[src/hdl/fcu_pkg.sv]
// ----------------------------------------------------------------------------
// Fly camera package
// Shared types, constants and the sine table for the fly camera update block.
// ----------------------------------------------------------------------------
`default_nettype none
package fcu_pkg;

  localparam int AngleBits = 16;
  localparam int TableDepth = 1024;
  localparam int TableBits = $clog2(TableDepth);
  localparam int QuarterLen = TableDepth / 4;
  localparam logic [AngleBits-1:0] YawReset = AngleBits'(3) << (AngleBits - 2);
  localparam logic signed [AngleBits-1:0] PitchLimit =
    AngleBits'((89 * (2 ** AngleBits) + 180) / 360);

  typedef enum logic [2:0] {
    CMD_FORWARD = 3'd0,
    CMD_BACK    = 3'd1,
    CMD_RIGHT   = 3'd2,
    CMD_LEFT    = 3'd3,
    CMD_UP      = 3'd4,
    CMD_DOWN    = 3'd5,
    CMD_LOOK    = 3'd6,
    CMD_TOGGLE  = 3'd7
  } cmd_t;

  typedef enum logic [2:0] {
    REG_LOOK_GAIN  = 3'd0,
    REG_MOVE_SPEED = 3'd1,
    REG_START_X    = 3'd2,
    REG_START_Y    = 3'd3,
    REG_START_Z    = 3'd4
  } reg_idx_t;

  typedef struct packed {
    logic [2:0]         command;
    logic signed [15:0] mouse_dx;
    logic signed [15:0] mouse_dy;
    logic [15:0]        frame_time;
    logic               cursor_changed;
  } item_t;

  typedef struct packed {
    logic signed [31:0] pos_x;
    logic signed [31:0] pos_y;
    logic signed [31:0] pos_z;
    logic signed [15:0] front_x;
    logic signed [15:0] front_y;
    logic signed [15:0] front_z;
    logic signed [15:0] up_x;
    logic signed [15:0] up_y;
    logic signed [15:0] up_z;
    logic               mouse_look_on;
  } result_t;

  typedef enum logic [2:0] {
    ST_IDLE, ST_TRIG0, ST_MOVE, ST_ANGLE, ST_TRIG1, ST_OUT
  } state_t;

  typedef logic [QuarterLen-1:0][14:0] sine_tab_t;

  // Quarter-wave sine, Q2.14, computed at elaboration from the series
  // used for the camera; index i is phase i/TableDepth turn in quadrant one.
  function automatic logic [14:0] quarter_sine(input int unsigned i);
    longint unsigned r, x, x2, term, s;
    r = (longint'(i) << 32) / TableDepth;
    r = r & ((64'd1 << 30) - 1);
    x = (r * 64'd1686629713) >> 30;
    x2 = (x * x) >> 30;
    term = (64'd1 << 30) - x2 / 110;
    term = (64'd1 << 30) - ((x2 * term) >> 30) / 72;
    term = (64'd1 << 30) - ((x2 * term) >> 30) / 42;
    term = (64'd1 << 30) - ((x2 * term) >> 30) / 20;
    term = (64'd1 << 30) - ((x2 * term) >> 30) / 6;
    s = (x * term) >> 30;
    s = (s + (64'd1 << 15)) >> 16;
    if (s > 64'd16384) s = 64'd16384;
    return s[14:0];
  endfunction

  function automatic sine_tab_t build_sine_tab();
    sine_tab_t tab;
    for (int i = 0; i < QuarterLen; i++) tab[i] = quarter_sine($unsigned(i));
    return tab;
  endfunction

  localparam sine_tab_t SineTab = build_sine_tab();

  // Sine of a table index over the full turn.
  function automatic logic signed [15:0] sine_idx(input logic [TableBits-1:0] q);
    logic [TableBits-3:0] f, fn;
    logic [14:0] m;
    f = q[TableBits-3:0];
    fn = ~f + (TableBits-2)'(1);
    if (q[TableBits-2] && f != '0) begin
      m = SineTab[fn];
    end else if (q[TableBits-2]) begin
      m = 15'd16384;
    end else begin
      m = SineTab[f];
    end
    return q[TableBits-1] ? -$signed({1'b0, m}) : $signed({1'b0, m});
  endfunction

endpackage
`default_nettype wire

[src/hdl/fcu_front.sv]
// ----------------------------------------------------------------------------
// Fly camera front end
// Accepts items into a two-entry queue that decouples input from execution.
// ----------------------------------------------------------------------------
`default_nettype none
module fcu_front (
  input  wire logic           clk,
  input  wire logic           rst_n,
  input  wire logic           in_valid,
  output logic                in_ready,
  input  wire fcu_pkg::item_t in_data,
  output logic                q_valid,
  input  wire logic           q_pop,
  output fcu_pkg::item_t      q_data
);
  import fcu_pkg::*;

  item_t      mem_r [2];
  logic       wp_r, rp_r;
  logic [1:0] cnt_r;
  logic       push;

  assign in_ready = cnt_r != 2'd2;
  assign push = in_valid && in_ready;
  assign q_valid = cnt_r != 2'd0;
  assign q_data = mem_r[rp_r];

  always_ff @(posedge clk) begin
    if (push) begin
      mem_r[wp_r] <= in_data;
    end
    if (!rst_n) begin
      wp_r <= 1'b0;
      rp_r <= 1'b0;
      cnt_r <= 2'd0;
    end else begin
      if (push) wp_r <= ~wp_r;
      if (q_pop) rp_r <= ~rp_r;
      cnt_r <= cnt_r + {1'b0, push} - {1'b0, q_pop};
    end
  end
endmodule
`default_nettype wire

[config.mk]
export PLATFORM = sky130hd
export DESIGN_NAME = fcu_front
export DESIGN_NICKNAME = d
export VERILOG_FILES = /design/src/hdl/fcu_pkg.sv /design/src/hdl/fcu_front.sv
export SDC_FILE = /design/constraint.sdc
export NUM_CORES = 1
export LEC_CHECK = 0
export BUFFER_PORTS_ARGS = -buffer_cell sky130_fd_sc_hd__buf_2
export CAP_MARGIN = 20
export CORE_ASPECT_RATIO = 1.1
export CORE_MARGIN = 3
export CORE_UTILIZATION = 40
export CTS_CLUSTER_DIAMETER = 200
export DETAILED_ROUTE_END_ITERATION = 6
export HOLD_SLACK_MARGIN = 0.06
export PLACE_DENSITY = 0.76
export SYNTH_ARGS = -nofsm -noshare
export SYNTH_HDL_FRONTEND = slang
export SYNTH_SLANG_ARGS = --single-unit
[constraint.sdc]
create_clock -name clk -period 3.75 [get_ports clk]
set_input_delay 0.75 -clock clk [delete_from_list [all_inputs] [get_ports clk]]
set_output_delay 0.75 -clock clk [all_outputs]
set_load 0.005 [all_outputs]
==> qor.yml <==
timing:
  fmaxAchievable_mhz: 358
  tns_ns: 0
  fin_skew_ns: 0.00874
  grt_setup_unrepaired: "false"
  final_hold_viol_count: 0
  setup_viol: 0
  fin_crit_ns: 2.79
  tightest_slew_ns: 0.522
  finalHoldWorstSlack_ns: 0.575
  period_share_pct: 74.5
  slew_viol_final: 0
  slew_headroom_pct: 65.2
job:
  cap_violations: 0
placement:
  port_buffers: 109
  place_congestion: 0.664
  hpwl_um: 4620
  dpl_cell_area_mm2: 0.00469
grt:
  track_usage_pct: 12.6
  antenna_found_initial: 1
  gr-total-overflow: 0
  grt_pass1_wl_um: 10900
  grt_max_degree: 34
  grt_pass1_vias: 2257
route:
  drc: 0
  drtPass1Iterations: 4
  drt-total-wl_um: 6890
  drtIter0Drc: 96
  via_per_inst: 4.80
  post_drt_wl_per_cell_um: 16.1
  ant_nets: 0
  vias: 2060
final_layout:
  syn_to_final_growth_pct: 20.6
  drive_above_1_share_pct: 59.0
  multi_input_area_um2: 746
  stdcell_area_mm2: 0.00487
  num_antenna_cells: 0
  utilization_pct: 50.8
  nNetsFinal: 364
  fillCellCount: 811
  seqCellArea_mm2: 0.00322
power:
  max-vdd-ir-drop_uv: 227
  p_sw_uw: 570
  swShare_pct: 23.4
  p_leak_uw: 0.00181
  power_density_mw_per_mm2: 499
  total_power_uw: 2430
  pwr-share-comb_pct: 13.1
  power_frac_clock_pct: 25.7
  intPower_uw: 1860
  seq_power_share_pct: 61.2
logic_synthesis:
  synth_most_common_cell: "edfxtp_1"
  synth_top_area_cell: "edfxtp_1"
  ys_ff_latch: 109
  synth_warnings: 0
  synth.cells.most_frequent: "104 x edfxtp_1, 52 x mux2_2, 5 x buf_6, 5 x dfxtp_1, 3 x and2_1"
  async_flop_share_pct: 0
  synth_area_leaders: "edfxtp_1 77%, mux2_2 15%, dfxtp_1 2.5%"
  synth_cell_types: 23
  yosysTopAreaCellShare_pct: 77.4
  synth-main-ff-cell: "edfxtp_1"
  syn_area_mm2: 0.00404
  avgSynthCellArea_um2: 21.2
  synth_enable_flop_cells: 104
  syn-num-nets: 247
  synth_seq_area_share_pct: 79.9
  synthCells: 190
setup_path:
  worstPathRequired_ns: 3.00
  cp.arrival_ns: 2.04
  crit_fanout: 32
  crit_type: "reg -> out"
  endpoint_kind: "output pin"
  start_kind: "flop"
  r2r-start: "cnt_r[0]"
cts:
  ctsResizeCount: 0
  cts_sinks: 109
  cts-buffers-inserted: 9
  cts_tree: "yes"
  clk_latency_ns: 0.35
  post_cts_buffers: 0
  cts.path.max_buffers: 2
  htree_levels: 3
  hold_buffers: 0
  cts_root_buf: "clkbuf_8"
  clk_pin_slew_ns: 0.10
run_status:
  status: "completed"
die:
  start_util_pct: 42.1
  die_area_mm2: 0.0113
  row_count: 37
  die_w_um: 102
  ios: 110
  die_h_um: 111
  core_area_mm2: 0.00958
hold_path:
  min_path_type: "in -> reg"
  worstHoldStart: "in_data[25]"
## path summary, 6_finish.rpt
| check | cells past startpoint | endpoint | slack, ns |
|---|---|---|---|
| max | 3 | q_data[32] | 0.96 |
| min | 1 | mem_r[0][25] | 0.58 |
| max reg2reg | 3 | mem_r[1][32] | 1.76 |
| min reg2reg | 2 | wp_r | 0.59 |
## stage by stage
stage               instances  setup WS, ns
floorplan                 190          1.30
global placement          413          1.33
detailed placement        413          1.29
CTS                       429         0.873
global route              429         0.813
finish                    429         0.956
## cells by family after synthesis
logic type      synth area share, %
xor+xnor                      0.434
simple gates                   1.83
mux                            14.8
buf+inv                        1.70
flops                          79.9
compound gates                 1.12
fa+ha+maj                     0.310
## placed cells by master, fill, tap and decap left out, types with 2 or more instances in the layout
| cell type | instances |
|---|---|
| clkbuf_8 | 9 |
| edfxtp_1 | 104 |
| clkinvlp_4 | 2 |
| clkinv_1 | 2 |
| buf_4 | 3 |
| nand3b_1 | 2 |
| buf_2 | 109 |
| dfxtp_1 | 4 |
| and2_1 | 3 |
| clkinv_4 | 2 |
| mux2_2 | 52 |
| nand2_1 | 2 |
## critical path: stages (launching register included)
cell and delay, ns:
dfxtp_2 0.67, buf_4 0.48, mux2_2 0.40, buf_2 0.13
## sequential cells by signal, summed over array words and instances, names as in the netlist, named ones only
signal and count:
wp_r 1, rp_r 1, mem_r 104, cnt_r 2
## power groups by stage
stage / Clock [uW] / Combinational [uW] / Sequential, uW
2_1_floorplan: 0 / 190 / 1500
3_3_place_gp: 0 / 322 / 1510
3_5_place_dp: 0 / 326 / 1520
4_1_cts: 654 / 328 / 1490
5_1_grt: 705 / 356 / 1500
6_report: 624 / 318 / 1490
## per-layer routing
layer | vias up | wire length (um) | track usage, %
met5 | - | 8 | 0
met4 | 2 | 84 | 3.63
met3 | 11 | 620 | 6.08
met2 | 67 | 3460 | 21.8
met1 | 1005 | 2720 | 13.6
li1 | 975 | - | -
## area by class of cell
type	count	area share [%]
tap	117	3.01
sequential	109	66.2
multi-input combinational	73	15.3
clock buffer	9	2.54
timing repair buffer	112	11.7
inverter	2	0.154
clock inverter	7	1.05
No activity file was read; power rests on OpenSTA's default activity.
